<file path="src/design/scd_pkg.sv">
// Package for the serial command detector: codes, field types and match tables.
// Used by the channel interfaces, the scanner core and the top level.
`timescale 1ns / 1ps
`default_nettype none

package scd_pkg;

  // line buffer depth and the width of the stored-length count
  localparam int unsigned LINE_SLOTS = 80;
  localparam int unsigned LINE_W     = $clog2(LINE_SLOTS);
  localparam int unsigned TARGET_LEN = 14;

  // characters with a meaning of their own
  localparam logic [7:0] CHAR_LF = 8'h0A;
  localparam logic [7:0] CHAR_CR = 8'h0D;
  localparam logic [7:0] CHAR_C  = 8'h43;

  // result event codes
  typedef enum logic [2:0] {
    EV_SHOT     = 3'd0,
    EV_DISPATCH = 3'd1,
    EV_UNKNOWN  = 3'd2,
    EV_REFUSED  = 3'd3,
    EV_PAYLOAD  = 3'd4
  } scd_event_e;

  // dispatched command codes
  typedef enum logic [2:0] {
    CMD_STATUS = 3'd0,
    CMD_A      = 3'd1,
    CMD_K      = 3'd2,
    CMD_W      = 3'd3,
    CMD_R      = 3'd4,
    CMD_N      = 3'd5,
    CMD_T      = 3'd6
  } scd_command_e;

  // scanner phase, one-hot
  typedef enum logic [2:0] {
    PH_SCAN    = 3'b001,
    PH_CMD     = 3'b010,
    PH_PAYLOAD = 3'b100
  } scd_phase_e;

  // one input item
  typedef struct packed {
    logic       cmd;
    logic [7:0] rx_byte;
    logic       allowed;
  } scd_item_t;

  // one result item
  typedef struct packed {
    logic [2:0] event_res;
    logic [2:0] command;
    logic [7:0] payload;
  } scd_res_t;

  // bytes of the magic word, by match position
  function automatic logic [7:0] magic_char(input logic [1:0] idx);
    logic [7:0] c;
    case (idx)
      2'd0:    c = 8'h43; // C
      2'd1:    c = 8'h4D; // M
      2'd2:    c = 8'h4E; // N
      2'd3:    c = 8'h44; // D
      default: c = 8'h00;
    endcase
    return c;
  endfunction

  // bytes of the screenshot line, by position
  function automatic logic [7:0] target_char(input logic [LINE_W-1:0] idx);
    logic [7:0] c;
    case (idx)
      LINE_W'(0):  c = 8'h43; // C
      LINE_W'(1):  c = 8'h4D; // M
      LINE_W'(2):  c = 8'h44; // D
      LINE_W'(3):  c = 8'h3A; // :
      LINE_W'(4):  c = 8'h53; // S
      LINE_W'(5):  c = 8'h43; // C
      LINE_W'(6):  c = 8'h52; // R
      LINE_W'(7):  c = 8'h45; // E
      LINE_W'(8):  c = 8'h45; // E
      LINE_W'(9):  c = 8'h4E; // N
      LINE_W'(10): c = 8'h53; // S
      LINE_W'(11): c = 8'h48; // H
      LINE_W'(12): c = 8'h4F; // O
      LINE_W'(13): c = 8'h54; // T
      default:     c = 8'h00;
    endcase
    return c;
  endfunction

endpackage

`default_nettype wire

</file>
<file path="src/design/scd_in_if.sv">
// Input channel of the serial command detector: valid/ready plus one item.
// Depends on scd_pkg.
`timescale 1ns / 1ps
`default_nettype none

interface scd_in_if;
  import scd_pkg::*;

  logic       valid;
  logic       ready;
  logic       cmd;
  logic [7:0] rx_byte;
  logic       allowed;

  modport source (output valid, cmd, rx_byte, allowed, input ready);
  modport sink   (input valid, cmd, rx_byte, allowed, output ready);
endinterface

`default_nettype wire

</file>
<file path="src/design/scd_out_if.sv">
// Result channel of the serial command detector: valid/ready plus one result.
// Depends on scd_pkg.
`timescale 1ns / 1ps
`default_nettype none

interface scd_out_if;
  import scd_pkg::*;

  logic       valid;
  logic       ready;
  logic [2:0] event_res;
  logic [2:0] command;
  logic [7:0] payload;

  modport source (output valid, event_res, command, payload, input ready);
  modport sink   (input valid, event_res, command, payload, output ready);
endinterface

`default_nettype wire

</file>
<file path="src/design/scd_core.sv">
// Scanner core: magic, screenshot-line and command state, next-state and result logic.
// Depends on scd_pkg.
`timescale 1ns / 1ps
`default_nettype none

module scd_core import scd_pkg::*; (
  input  wire logic      clk_i,
  input  wire logic      rst_ni,
  input  wire scd_item_t item_i,
  input  wire logic      fire_i,
  output logic           res_valid_o,
  output scd_res_t       res_o
);

  scd_phase_e        phase_q, phase_d;
  logic [1:0]        magic_q, magic_d;
  logic [LINE_W-1:0] len_q, len_d;
  logic              match_q, match_d;

  logic       magic_hit;
  logic [2:0] letter_code;
  logic       letter_ok;

  assign magic_hit = (item_i.rx_byte == magic_char(magic_q));

  // command letter decode
  always_comb begin
    letter_ok   = 1'b1;
    letter_code = CMD_STATUS;
    case (item_i.rx_byte)
      8'h53:   letter_code = CMD_STATUS; // S
      8'h41:   letter_code = CMD_A;
      8'h4B:   letter_code = CMD_K;
      8'h57:   letter_code = CMD_W;
      8'h52:   letter_code = CMD_R;
      8'h4E:   letter_code = CMD_N;
      8'h54:   letter_code = CMD_T;
      default: letter_ok   = 1'b0;
    endcase
  end

  // next state and result for the item in the input register
  always_comb begin
    phase_d     = phase_q;
    magic_d     = magic_q;
    len_d       = len_q;
    match_d     = match_q;
    res_valid_o = 1'b0;
    res_o       = '0;
    case (phase_q)
      PH_PAYLOAD: begin
        if (item_i.cmd) begin
          phase_d = PH_SCAN;
        end else begin
          res_valid_o     = 1'b1;
          res_o.event_res = EV_PAYLOAD;
          res_o.payload   = item_i.rx_byte;
        end
      end
      PH_CMD: begin
        if (!item_i.cmd) begin
          phase_d     = PH_SCAN;
          res_valid_o = 1'b1;
          if (!letter_ok) begin
            res_o.event_res = EV_UNKNOWN;
          end else if (letter_code == CMD_STATUS) begin
            res_o.event_res = item_i.allowed ? EV_DISPATCH : EV_REFUSED;
          end else begin
            phase_d         = PH_PAYLOAD;
            res_o.event_res = EV_DISPATCH;
            res_o.command   = letter_code;
          end
        end
      end
      default: begin
        if (!item_i.cmd) begin
          phase_d = PH_SCAN;
          if (magic_hit && magic_q == 2'd3) begin
            // magic complete: line restarts, await command letter
            magic_d = 2'd0;
            len_d   = '0;
            match_d = 1'b1;
            phase_d = PH_CMD;
          end else begin
            magic_d = magic_hit ? magic_q + 2'd1
                                : ((item_i.rx_byte == CHAR_C) ? 2'd1 : 2'd0);
            if (item_i.rx_byte == CHAR_LF) begin
              // end of line: screenshot on an exact match
              if (match_q && len_q == LINE_W'(TARGET_LEN)) begin
                res_valid_o     = 1'b1;
                res_o.event_res = EV_SHOT;
              end
              len_d   = '0;
              match_d = 1'b1;
            end else if (item_i.rx_byte != CHAR_CR) begin
              if (len_q < LINE_W'(LINE_SLOTS - 1)) begin
                if (len_q >= LINE_W'(TARGET_LEN) ||
                    item_i.rx_byte != target_char(len_q)) begin
                  match_d = 1'b0;
                end
                len_d = len_q + LINE_W'(1);
              end else begin
                // overflow: drop the byte, restart empty
                len_d   = '0;
                match_d = 1'b1;
              end
            end
          end
        end
      end
    endcase
  end

  // state registers
  always_ff @(posedge clk_i or negedge rst_ni) begin
    if (!rst_ni) begin
      phase_q <= PH_SCAN;
      magic_q <= 2'd0;
      len_q   <= '0;
      match_q <= 1'b1;
    end else if (fire_i) begin
      phase_q <= phase_d;
      magic_q <= magic_d;
      len_q   <= len_d;
      match_q <= match_d;
    end
  end

  a_len_bounded: assert property (@(posedge clk_i) disable iff (!rst_ni)
    len_q <= LINE_W'(LINE_SLOTS - 1))
    else $error("line length beyond buffer");

  a_cmd_leaves: assert property (@(posedge clk_i) disable iff (!rst_ni)
    fire_i && phase_q == PH_CMD && !item_i.cmd |=> phase_q != PH_CMD)
    else $error("command phase held after a command byte");

  a_magic_reset: assert property (@(posedge clk_i) disable iff (!rst_ni)
    fire_i && phase_q == PH_SCAN && phase_d == PH_CMD |=> magic_q == 2'd0 && len_q == '0)
    else $error("magic completion left stale match state");

  a_cmd_phase_no_line: assert property (@(posedge clk_i) disable iff (!rst_ni)
    phase_q == PH_CMD |-> len_q == '0 && match_q)
    else $error("line state not cleared while awaiting command");

endmodule

`default_nettype wire

</file>
<file path="src/design/scd_pkg_top_placeholder.sv">
// Result register stage of the serial command detector: holds one result for the sink.
// Depends on scd_pkg.
`timescale 1ns / 1ps
`default_nettype none

module scd_out_stage import scd_pkg::*; (
  input  wire logic     clk_i,
  input  wire logic     rst_ni,
  input  wire logic     load_i,
  input  wire scd_res_t res_i,
  input  wire logic     ready_i,
  output logic          valid_o,
  output scd_res_t      res_o
);

  logic     valid_q;
  scd_res_t res_q;

  // occupancy: filled on load, emptied on a transfer
  always_ff @(posedge clk_i or negedge rst_ni) begin
    if (!rst_ni) begin
      valid_q <= 1'b0;
    end else if (load_i) begin
      valid_q <= 1'b1;
    end else if (ready_i) begin
      valid_q <= 1'b0;
    end
  end

  always_ff @(posedge clk_i) begin
    if (load_i) begin
      res_q <= res_i;
    end
  end

  assign valid_o = valid_q;
  assign res_o   = res_q;

  a_payload_only: assert property (@(posedge clk_i) disable iff (!rst_ni)
    valid_q && res_q.event_res != EV_PAYLOAD |-> res_q.payload == 8'd0)
    else $error("payload set on a non-payload result");

  a_command_only: assert property (@(posedge clk_i) disable iff (!rst_ni)
    valid_q && res_q.event_res != EV_DISPATCH |-> res_q.command == 3'd0)
    else $error("command set on a non-dispatch result");

  a_no_overwrite: assert property (@(posedge clk_i) disable iff (!rst_ni)
    load_i |-> !valid_q || ready_i)
    else $error("result register overwritten before transfer");

endmodule

`default_nettype wire

</file>
<file path="src/design/serial_command_detector_top.sv">
// Serial command detector: one byte or handler-done item in, at most one result out.
// An item is registered on transfer, processed by the core when it leaves the input register
// and its result held in an output register. One item per clock is sustained while the sink
// takes results. The sink may stall: the input register then holds only while its item has
// a result and the output register is full. No clearing pass.
// Depends on scd_pkg, scd_in_if, scd_out_if, scd_core and scd_out_stage.
`timescale 1ns / 1ps
`default_nettype none

module serial_command_detector_top import scd_pkg::*; (
  input wire logic clk_i,
  input wire logic rst_ni,
  scd_in_if.sink   in_i,
  scd_out_if.source out_o
);

  logic      s1_valid_q;
  scd_item_t s1_item_q;
  logic      s1_fire;
  logic      res_valid;
  scd_res_t  res;
  logic      out_valid;
  scd_res_t  out_res;
  logic      out_free;

  // output register can take a result this cycle
  assign out_free   = !out_valid || out_o.ready;
  assign s1_fire    = s1_valid_q && (!res_valid || out_free);
  assign in_i.ready = !s1_valid_q || s1_fire;

  // input register
  always_ff @(posedge clk_i or negedge rst_ni) begin
    if (!rst_ni) begin
      s1_valid_q <= 1'b0;
    end else if (in_i.ready) begin
      s1_valid_q <= in_i.valid;
    end
  end

  always_ff @(posedge clk_i) begin
    if (in_i.valid && in_i.ready) begin
      s1_item_q.cmd     <= in_i.cmd;
      s1_item_q.rx_byte <= in_i.rx_byte;
      s1_item_q.allowed <= in_i.allowed;
    end
  end

  scd_core u_core (
    .clk_i       (clk_i),
    .rst_ni      (rst_ni),
    .item_i      (s1_item_q),
    .fire_i      (s1_fire),
    .res_valid_o (res_valid),
    .res_o       (res)
  );

  scd_out_stage u_out (
    .clk_i   (clk_i),
    .rst_ni  (rst_ni),
    .load_i  (s1_fire && res_valid),
    .res_i   (res),
    .ready_i (out_o.ready),
    .valid_o (out_valid),
    .res_o   (out_res)
  );

  assign out_o.valid     = out_valid;
  assign out_o.event_res = out_res.event_res;
  assign out_o.command   = out_res.command;
  assign out_o.payload   = out_res.payload;

  a_empty_ready: assert property (@(posedge clk_i) disable iff (!rst_ni)
    !s1_valid_q |-> in_i.ready)
    else $error("input stalled with empty input register");

  a_stall_cause: assert property (@(posedge clk_i) disable iff (!rst_ni)
    s1_valid_q && !s1_fire |-> res_valid && out_valid && !out_o.ready)
    else $error("input register held without a full output");

endmodule

`default_nettype wire

</file>
<file path="src/flat_wrapper.sv">
// flat-port wrapper written by rule: the top's interface ports become plain ports
module serial_command_detector_top_flat import scd_pkg::*;
  (clk_i, rst_ni, in_i_valid, in_i_cmd, in_i_rx_byte, in_i_allowed, in_i_ready, out_o_valid, out_o_event_res, out_o_command, out_o_payload, out_o_ready);
  scd_in_if in_i_i ();
  scd_out_if out_o_i ();
  input wire logic clk_i;
  input wire logic rst_ni;
  input wire logic [$bits(in_i_i.valid)-1:0] in_i_valid;
  input wire logic [$bits(in_i_i.cmd)-1:0] in_i_cmd;
  input wire logic [$bits(in_i_i.rx_byte)-1:0] in_i_rx_byte;
  input wire logic [$bits(in_i_i.allowed)-1:0] in_i_allowed;
  output wire logic [$bits(in_i_i.ready)-1:0] in_i_ready;
  output wire logic [$bits(out_o_i.valid)-1:0] out_o_valid;
  output wire logic [$bits(out_o_i.event_res)-1:0] out_o_event_res;
  output wire logic [$bits(out_o_i.command)-1:0] out_o_command;
  output wire logic [$bits(out_o_i.payload)-1:0] out_o_payload;
  input wire logic [$bits(out_o_i.ready)-1:0] out_o_ready;
  assign in_i_i.valid = in_i_valid;
  assign in_i_i.cmd = in_i_cmd;
  assign in_i_i.rx_byte = in_i_rx_byte;
  assign in_i_i.allowed = in_i_allowed;
  assign in_i_ready = in_i_i.ready;
  assign out_o_valid = out_o_i.valid;
  assign out_o_event_res = out_o_i.event_res;
  assign out_o_command = out_o_i.command;
  assign out_o_payload = out_o_i.payload;
  assign out_o_i.ready = out_o_ready;
  serial_command_detector_top u_core (.clk_i(clk_i), .rst_ni(rst_ni), .in_i(in_i_i), .out_o(out_o_i));
endmodule
</file>
<file path="config.mk">
export PLATFORM = sky130hd
export DESIGN_NAME = serial_command_detector_top_flat
export DESIGN_NICKNAME = d
export VERILOG_FILES = /design/src/design/scd_pkg.sv /design/src/design/scd_in_if.sv /design/src/design/scd_out_if.sv /design/src/design/scd_core.sv /design/src/design/scd_pkg_top_placeholder.sv /design/src/design/serial_command_detector_top.sv /design/src/flat_wrapper.sv
export SDC_FILE = /design/constraint.sdc
export NUM_CORES = 1
export LEC_CHECK = 0
export ABC_AREA = 0
export BUFFER_PORTS_ARGS = -buffer_cell sky130_fd_sc_hd__clkbuf_2
export CORE_MARGIN = 4
export CORE_UTILIZATION = 35
export CTS_BUF_LIST = sky130_fd_sc_hd__clkbuf_16
export CTS_CLUSTER_DIAMETER = 50
export DETAILED_ROUTE_END_ITERATION = 10
export PLACE_DENSITY = 0.5
export SETUP_SLACK_MARGIN = 0.05
export SYNTH_ARGS = -nofsm -noshare
export SYNTH_HDL_FRONTEND = slang
export SYNTH_SLANG_ARGS = --single-unit
</file>
<file path="constraint.sdc">
create_clock -name clk_i -period 5.05 [get_ports clk_i]
set_input_delay 0.505 -clock clk_i [delete_from_list [all_inputs] [get_ports clk_i]]
set_output_delay 0.505 -clock clk_i [all_outputs]
set_load 0.01 [all_outputs]
</file>
==> metrics, run 1 <==
area grow syn2layout 15.18%; R2R Path End u_core.u_out.res_o[5]; crit-path cells or4b_4 > nor4_4 > a21oi_2 > or3b_2 > nor2b_1; worst reg2reg setup slack 1.68 ns; initial core utilization 36.22%; Sink Count 39; Max Cap Viol 0; IO Port Bufs 29; clock latency on the worst-skew pair 0.28 ns; Post-Synthesis Cells 223; Synth top cells by count 24 x edfxtp_1, 21 x nand2_1, 15 x nor2_1; DP HPWL 3.619 mm; TritonCTS buffer count 5; multiplexer area fraction after synthesis 1.850%; met2 GRT Util 19.64%; Final Cycle Share 66.68%; Post-route DRC 0; Boundary Pins 30; Critical Path RT 4.94 ns; final WL 4.949 mm; DP Worst Slack 1.652 ns; GRT Util Overall 13.60%; busiest grt layer met2; vias per cell 5.273; ranking of synthesized cells by area edfxtp_1 31%, dfrtp_1 14%, ha_1 6.0%; Die Wd 89.06 um; Post-CTS Setup Inserts 0; Synth Area in Compound Gates 15.34%; worst ir drop on vdd 252.0 uV; Async SR Flop Fraction 38.46%; via count 1740; Cell Pwr Density 343.4 nW/um^2; Unique masters post-synth 49; R2R Path Start u_core.s1_item_q[4]; Pre-antenna DRT Iters 4; Post-Synth XOR/XNOR Area 3.808%; Final ANT Viol Nets 0; Pleak 1.075 nW; CP max stage delay 0.99 ns; GRT met3 Usage 4.147%; Clk Tree Root Cell clkbuf_16; drt wl/cell 15.00 um; number of synthesized flops with an enable pin 24; Final Critical Period 3.367 ns; Filler cells 606; largest delay contributor family on the critical path simple AND/OR/NAND/NOR gates; Avg Inst Size Synth 10.31 um^2; CTS resizes 0; setup tns final 0 ns; hold_buf cts 0; CP Depth 5; global-route wire length before repair 8.176 mm; initial antenna violation count 0; Crit. End Element flip-flop; synthesized flop and latch total 39; Final Wtd Congestion 0.7911; CTS tree yes; Rel. slew slack 13.96%; synthesized-area fraction occupied by adder cells 5.985%; Max Buffers Root-to-Sink 2; Die Footprint 7932 um^2; Die Ht 89.06 um; Slowest cell on crit path nor2b_1; measured slew at the worst slew-check pin 1.288 ns; clk_skew 0.005788 ns; Final nets 277; CP Class reg -> reg; Antenna Cells 0; main combinational cell family by area after synthesis simple AND/OR/NAND/NOR gates; Setup crit start u_core.s1_item_q[4]; f_max 297.0 MHz; Worst Setup Slack, final 1.683 ns; outcome completed; Yosys warnings 0; std cell rows 29; met1 Use GR 19.09%; synthesized area 2300 um^2; Synth area leader edfxtp_1; final-report hold violation count 0; # setup viols final 0; post-synthesis simple-gate area fraction 21.98%; crit-path max FO 14; Clk pin slew, worst setup/hold paths 0.06 ns; Detailed Route Iter0 Violations 98; Startpoint Class flip-flop; crit path DAT 3.26 ns; count leader, synth edfxtp_1; reg2reg path depth 5; CP endpoint u_core.u_out.res_o[5]; # H-tree levels 2; share of layout cells above drive strength 1 18.18%; Syn Nets 248; Seq/Total Area, Yosys 47.77%; top_reg_cell synth edfxtp_1; worst min-delay path class in -> async; Slew Limit Fails 0; post-synth top area share 31.34%; Remaining Overflow, GRT 0; unrepaired setup endpoints after global routing false; largest net degree at the start of global routing 17; core area 6350 um^2; WP buf/inv 0; vias in the first global route 1640
-- per-stage QoR --
| stage | instance area (um^2) | power (mW) | cells | hold WS, ns | util [%] |
|---|---|---|---|---|---|
| floorplan | 2300 | 0.5633 | 223 | 0.2094 | - |
| global placement | 2507 | 0.6144 | 322 | 0.4583 | 39.49 |
| detailed placement | 2507 | 0.6127 | 322 | 0.4615 | 39.49 |
| CTS | 2649 | 0.9215 | 330 | 0.1623 | 41.71 |
| global route | 2649 | 0.9683 | 330 | 0.1647 | 41.71 |
| finish | 2649 | 0.9097 | 330 | 0.1452 | 41.71 |
-- final cells by class --
cell class	count	area, um^2	share of cell area [%]
inverter	11	41.29	1.559
sequential	39	1099	41.47
clock buffer	5	125.1	4.724
tap	77	96.34	3.637
clock inverter	3	16.27	0.6141
multi-input combinational	166	1126	42.51
timing repair buffer	29	145.1	5.479
-- report_power, final --
| part | internal [mW] | total [mW] | switching [mW] |
|---|---|---|---|
| registers | 0.363 | 0.430 | 0.0667 |
| logic | 0.0834 | 0.176 | 0.0923 |
| clock network | 0.180 | 0.304 | 0.124 |
-- worst min-delay path by stage --
stage	slack (ns)	startpoint	cells past startpoint	to
after floorplan	0.21	rst_ni	0	u_core.s1_valid_q
after global placement	0.46	rst_ni	1	u_core.u_core.len_q[3]
after detailed placement	0.46	rst_ni	1	u_core.u_core.len_q[3]
after CTS	0.16	rst_ni	1	u_core.u_core.magic_q[0]
after global routing	0.16	rst_ni	1	u_core.s1_valid_q
final	0.15	rst_ni	1	u_core.u_out.valid_o
-- layout by cell type, fill, tap and decap left out, types with 3 or more instances in the layout --
master | synthesis | layout
nor3_1 | 9 | 9
and3_1 | 3 | 3
and2_1 | 12 | 12
inv_1 | 11 | 12
clkbuf_2 | 0 | 29
o21ai_0 | 14 | 14
nand2b_1 | 6 | 6
edfxtp_1 | 24 | 24
clkbuf_16 | 0 | 5
o22ai_1 | 3 | 3
ha_1 | 11 | 11
a211oi_1 | 4 | 4
dfrtp_1 | 13 | 13
xor2_1 | 5 | 5
nor2_1 | 15 | 15
nand2_1 | 21 | 21
a21oi_1 | 5 | 5
xnor2_1 | 5 | 5
nand3_1 | 4 | 4
nor2b_1 | 6 | 6
-- registers in the layout, indices dropped and copies added, names as in the netlist --
| signal | count |
|---|---|
| u_core.u_core.magic_q | 2 |
| u_core.s1_valid_q | 1 |
| u_core.u_core.match_q | 1 |
| u_core.u_core.phase_q | 3 |
| u_core.u_core.len_q | 7 |
| u_core.s1_item_q | 10 |
| u_core.u_out.valid_o | 1 |
| u_core.u_out.res_o | 14 |
-- routing by layer --
layer	wire [um]	up-vias	part of all wire, %
met5	0	-	0
met4	106	0	2.1
met2	2240	40	45
met1	2374	813	48
li1	-	877	-
met3	228	10	4.6
-- cell families (layout without fill, tap and decap cells) --
family	Yosys count	count (layout)
DFF	39	39
xor gates and xnor gates	10	10
AOI/OAI and AO/OA	49	49
muxes	4	4
adders and majority gates	11	11
buffers and inverters	18	48
and+or+nand+nor	92	92
No activity file was read; power rests on OpenSTA's default activity.
==> run 2: changes to the inputs <==
==> constraint.sdc (replaced) <==
create_clock -name clk_i -period 3.5 [get_ports clk_i]
set_input_delay 0.35 -clock clk_i [delete_from_list [all_inputs] [get_ports clk_i]]
set_output_delay 0.35 -clock clk_i [all_outputs]
set_load 0.01 [all_outputs]
==> run 2 against run 1 <==
  * The run now ends with hold timing left
  * Sequential share of layout area about the same
  * Global-route usage decreased by 0.41 points
  * Die area unchanged
  * Non-clock buffer count increased by 1
  * Largest cell class unchanged
  * Clock skew decreased by 0.0022 ns
  * Via count decreased by 1.3%
==> metrics, run 2 (synthesis gave the netlist of run 1 again) <==
outcome finished with violations; violated checks hold timing; drt wl/cell 14.70 um; vias in the first global route 1612; hold_buf cts 0; Die Footprint 7932 um^2; Final Critical Period 2.976 ns; measured slew at the worst slew-check pin 0.9013 ns; global-route wire length before repair 7.969 mm; worst ir drop on vdd 265.5 uV; CP Class reg -> out; max reg flops 14; Antenna Cells 0; Max Cap Viol 0; Slew Limit Fails 0; clk_skew 0.003619 ns; std cell rows 29; initial core utilization 36.22%; Pleak 1.079 nW; crit path DAT 2.63 ns; Sink Count 39; Max Buffers Root-to-Sink 2; CTS tree yes; DP HPWL 3.618 mm; worst min-delay path class in -> async; most frequent cells in the layout 29 x clkbuf_2, 24 x edfxtp_1, 21 x nand2_1; Cell Pwr Density 487.6 nW/um^2; setup tns final 0 ns; Final Wtd Congestion 0.8193; initial antenna violation count 0; Rel. slew slack 39.79%; CTS resizes 0; Final nets 278; core area 6350 um^2; area grow syn2layout 15.29%; Post-route DRC 0; Worst Setup Slack, final 0.5241 ns; via count 1717; Clk pin slew, worst setup/hold paths 0.06 ns; Post-CTS Setup Inserts 0; f_max 336.0 MHz; Pre-antenna DRT Iters 4; IO Port Bufs 29; final-report hold violation count 13; share of layout cells above drive strength 1 17.72%; Remaining Overflow, GRT 0; most common cell after layout, fill and taps aside clkbuf_2; unrepaired setup endpoints after global routing false; Clk Tree Root Cell clkbuf_16; Critical Path RT 3.15 ns; # H-tree levels 2; Die Wd 89.06 um; Detailed Route Iter0 Violations 54; Die Ht 89.06 um; Startpoint Class flip-flop; # setup viols final 0; GRT Util Overall 13.20%; clock latency on the worst-skew pair 0.28 ns; Crit. End Element output port; Power, Total 1.293 mW; TritonCTS buffer count 5; final WL 4.866 mm; Boundary Pins 30; crit-path max FO 9; Final ANT Viol Nets 0; WHS -0.008557 ns; vias per cell 5.187; DP Worst Slack 0.7668 ns; Final Cycle Share 85.03%; largest net degree at the start of global routing 17
-- run 2: metal layers --
layer	track usage (%)	up-vias	share of wire, %
met1	17.71	801	45
li1	-	881	-
met4	4.060	0	1.3
met2	21.26	29	50
met3	3.041	6	3.8
met5	0	-	0
-- run 2: per-stage QoR --
step	hold slack, ns	utilization, %	instances	area, um^2
after global routing	0.02089	41.75	331	2651
after CTS	0.005903	41.75	331	2651
after floorplan	0.05441	-	223	2300
after global placement	0.3135	39.61	323	2515
final	-0.008557	41.75	331	2651
after detailed placement	0.3076	39.61	323	2515
-- run 2: area by class of cell --
type,instances,area [um^2]
Inverter,11,41.29
Clock buffer,5,125.1
Clock inverter,3,11.26
Tap cell,77,96.34
Timing Repair Buffer,30,152.6
Fill cell,611,3699
Multi-Input combinational cell,166,1126
Sequential cell,39,1099
-- run 2: worst paths after layout --
kind | slack, ns | cells after the start | end | start
worst max-delay path | 0.52 | 7 | in_i_ready | u_core.s1_item_q[5]
worst min-delay path | -0.009 | 1 | u_core.u_core.len_q[5] | rst_ni
worst max register to register | 0.80 | 6 | u_core.s1_item_q[0] | u_core.s1_item_q[5]
worst min register to register | 0.59 | 2 | u_core.u_core.match_q | u_core.u_core.match_q
max in group asynchronous | 3.18 | 1 | u_core.u_core.phase_q[0] | rst_ni
min in group clk_i | 0.25 | 1 | u_core.s1_item_q[8] | in_i_rx_byte[7]
-- run 2: critical path, stage by stage, from the launching register on --
cell,delay [ns]
edfxtp_1,0.52
or4b_4,0.60
nor4_4,0.26
a21oi_2,0.12
or3b_2,0.49
nor2_1,0.18
inv_1,0.05
clkbuf_2,0.12
-- run 2: where the power goes --
| part | switching, mW | internal (mW) | total [mW] |
|---|---|---|---|
| combinational | 0.132 | 0.121 | 0.253 |
| sequential | 0.0937 | 0.524 | 0.618 |
| clock | 0.166 | 0.256 | 0.422 |
==> run 3: changes to the inputs <==
--- a/config.mk
+++ b/config.mk
@@ -9,7 +9,6 @@
 export BUFFER_PORTS_ARGS = -buffer_cell sky130_fd_sc_hd__clkbuf_2
 export CORE_MARGIN = 4
 export CORE_UTILIZATION = 35
-export CTS_BUF_LIST = sky130_fd_sc_hd__clkbuf_16
 export CTS_CLUSTER_DIAMETER = 50
 export DETAILED_ROUTE_END_ITERATION = 10
 export PLACE_DENSITY = 0.5
==> run 3 against run 2 <==
  * The run now ends clean
  * Sequential share of layout area increased by 0.74 points
  * Worst hold slack improved by 0.25 ns
  * Critical path type unchanged
  * Clock power decreased by 32%
  * Maximum frequency decreased by 0.47%
  * Final area decreased by 1.7%
==> metrics, run 3 (synthesis gave the netlist of run 1 again) <==
outcome completed; switching power of the nets 0.3774 mW; vias in the first global route 1621; CTS resizes 0; Comb power frac 21.9%; Filler cells 621; sw frac 32.59%; share of layout cells above drive strength 1 17.65%; Cell Pwr Density 444.5 nW/um^2; Post-route DRC 0; most common cell after layout, fill and taps aside clkbuf_2; global-route wire length before repair 7.983 mm; Clk Tree Root Cell clkbuf_8; Die Footprint 7932 um^2; Clk pin slew, worst setup/hold paths 0.07 ns; Startpoint Class flip-flop; Critical Path RT 3.15 ns; Antenna Cells 0; Die Ht 89.06 um; vias per cell 5.123; initial antenna violation count 0; clock latency on the worst-skew pair 0.29 ns; final WL 4.879 mm; core area 6350 um^2; initial core utilization 36.22%; IO Port Bufs 29; Rel. slew slack 40.11%; Setup crit start u_core.s1_item_q[4]; Boundary Pins 30; R2R Path Start u_core.s1_item_q[4]; f_max 334.5 MHz; clk_skew 0.005086 ns; setup tns final 0 ns; Slew Limit Fails 0; largest net degree at the start of global routing 17; max reg flops 14; Max Buffers Root-to-Sink 2; drt wl/cell 14.70 um; worst ir drop on vdd 254.2 uV; Max Cap Viol 0; crit-path max FO 13; GRT Util Overall 13.29%; Final Critical Period 2.990 ns; HP Start in_i_rx_byte[7]; Sink Count 39; Crit. End Element output port; # H-tree levels 2; std cell rows 29; Power, Total 1.158 mW; Detailed Route Iter0 Violations 66; DP HPWL 3.618 mm; final core utilization 41.02%; area grow syn2layout 13.28%; crit path DAT 2.64 ns; Remaining Overflow, GRT 0; worst min-delay path class in -> reg; CTS tree yes; unrepaired setup endpoints after global routing false; CP Class reg -> out; Final Cycle Share 85.43%; Pleak 1.054 nW; final-report hold violation count 0; via count 1701; most frequent cells in the layout 29 x clkbuf_2, 24 x edfxtp_1, 21 x nand2_1; Final Wtd Congestion 0.8193; part of the power in registers 53.3%; # setup viols final 0; TritonCTS buffer count 5; Die Wd 89.06 um; Final nets 279; Clk pwr share 24.8%; measured slew at the worst slew-check pin 0.8965 ns; Final ANT Viol Nets 0; Int Power 0.7806 mW; Pre-antenna DRT Iters 4
## run 3: worst max-delay path, cell delays in order, from the launching register on
cell	delay [ns]
edfxtp_1	0.59
or4b_4	0.54
nor4_4	0.26
a21oi_2	0.12
or3b_2	0.49
nor2_1	0.18
inv_1	0.05
clkbuf_2	0.12
## run 3: path summary, 6_finish.rpt
| check | endpoint | slack, ns | depth (start not counted) |
|---|---|---|---|
| hold / removal | u_core.s1_item_q[8] | 0.24 | 1 |
| max in group asynchronous | u_core.u_core.phase_q[0] | 2.65 | 2 |
| hold reg to reg | u_core.u_core.match_q | 0.59 | 2 |
| setup reg to reg | u_core.s1_item_q[0] | 0.80 | 6 |
| min in group asynchronous | u_core.u_core.len_q[5] | 0.52 | 2 |
| setup / recovery | in_i_ready | 0.51 | 7 |
## run 3: power by group through the flow
stage	combinational, mW	sequential (mW)	clock (mW)
floorplan	0.237	0.576	0
global placement	0.259	0.626	0
detailed placement	0.254	0.628	0
CTS	0.258	0.617	0.298
global route	0.295	0.633	0.321
finish	0.254	0.617	0.287
## run 3: area by class of cell
cell class	instances	area [um^2]	area share [%]
Multi-Input combinational cell	166	1126	43.23
Sequential cell	39	1099	42.17
Clock buffer	6	72.57	2.786
Clock inverter	2	7.507	0.2882
Inverter	11	41.29	1.585
Timing Repair Buffer	31	162.7	6.244
Tap cell	77	96.34	3.698
## run 3: what timing repair did
action / 4_1_cts / 5_1_grt
hold buffers: 1 / 0
endpoints found under the hold margin: 13 / 0
setup buffers: 0 / 0
## run 3: layer usage
layer	GRT usage [%]	wire (um)	vias to the layer above
met4	4.465	66	0
li1	-	-	878
met5	0	0	-
met2	21.32	2374	28
met3	3.041	171	6
met1	17.77	2266	789
## run 3: per-stage QoR
step / instance area (um^2) / std cells / setup WS (ns) / hold slack, ns
after floorplan: 2300 / 223 / 0.5832 / 0.05441
after global placement: 2515 / 323 / 0.8116 / 0.3135
after detailed placement: 2515 / 323 / 0.7668 / 0.3076
after CTS: 2605 / 332 / 0.4766 / 0.2261
after global routing: 2605 / 332 / 0.3109 / 0.2171
final: 2605 / 332 / 0.5101 / 0.2389
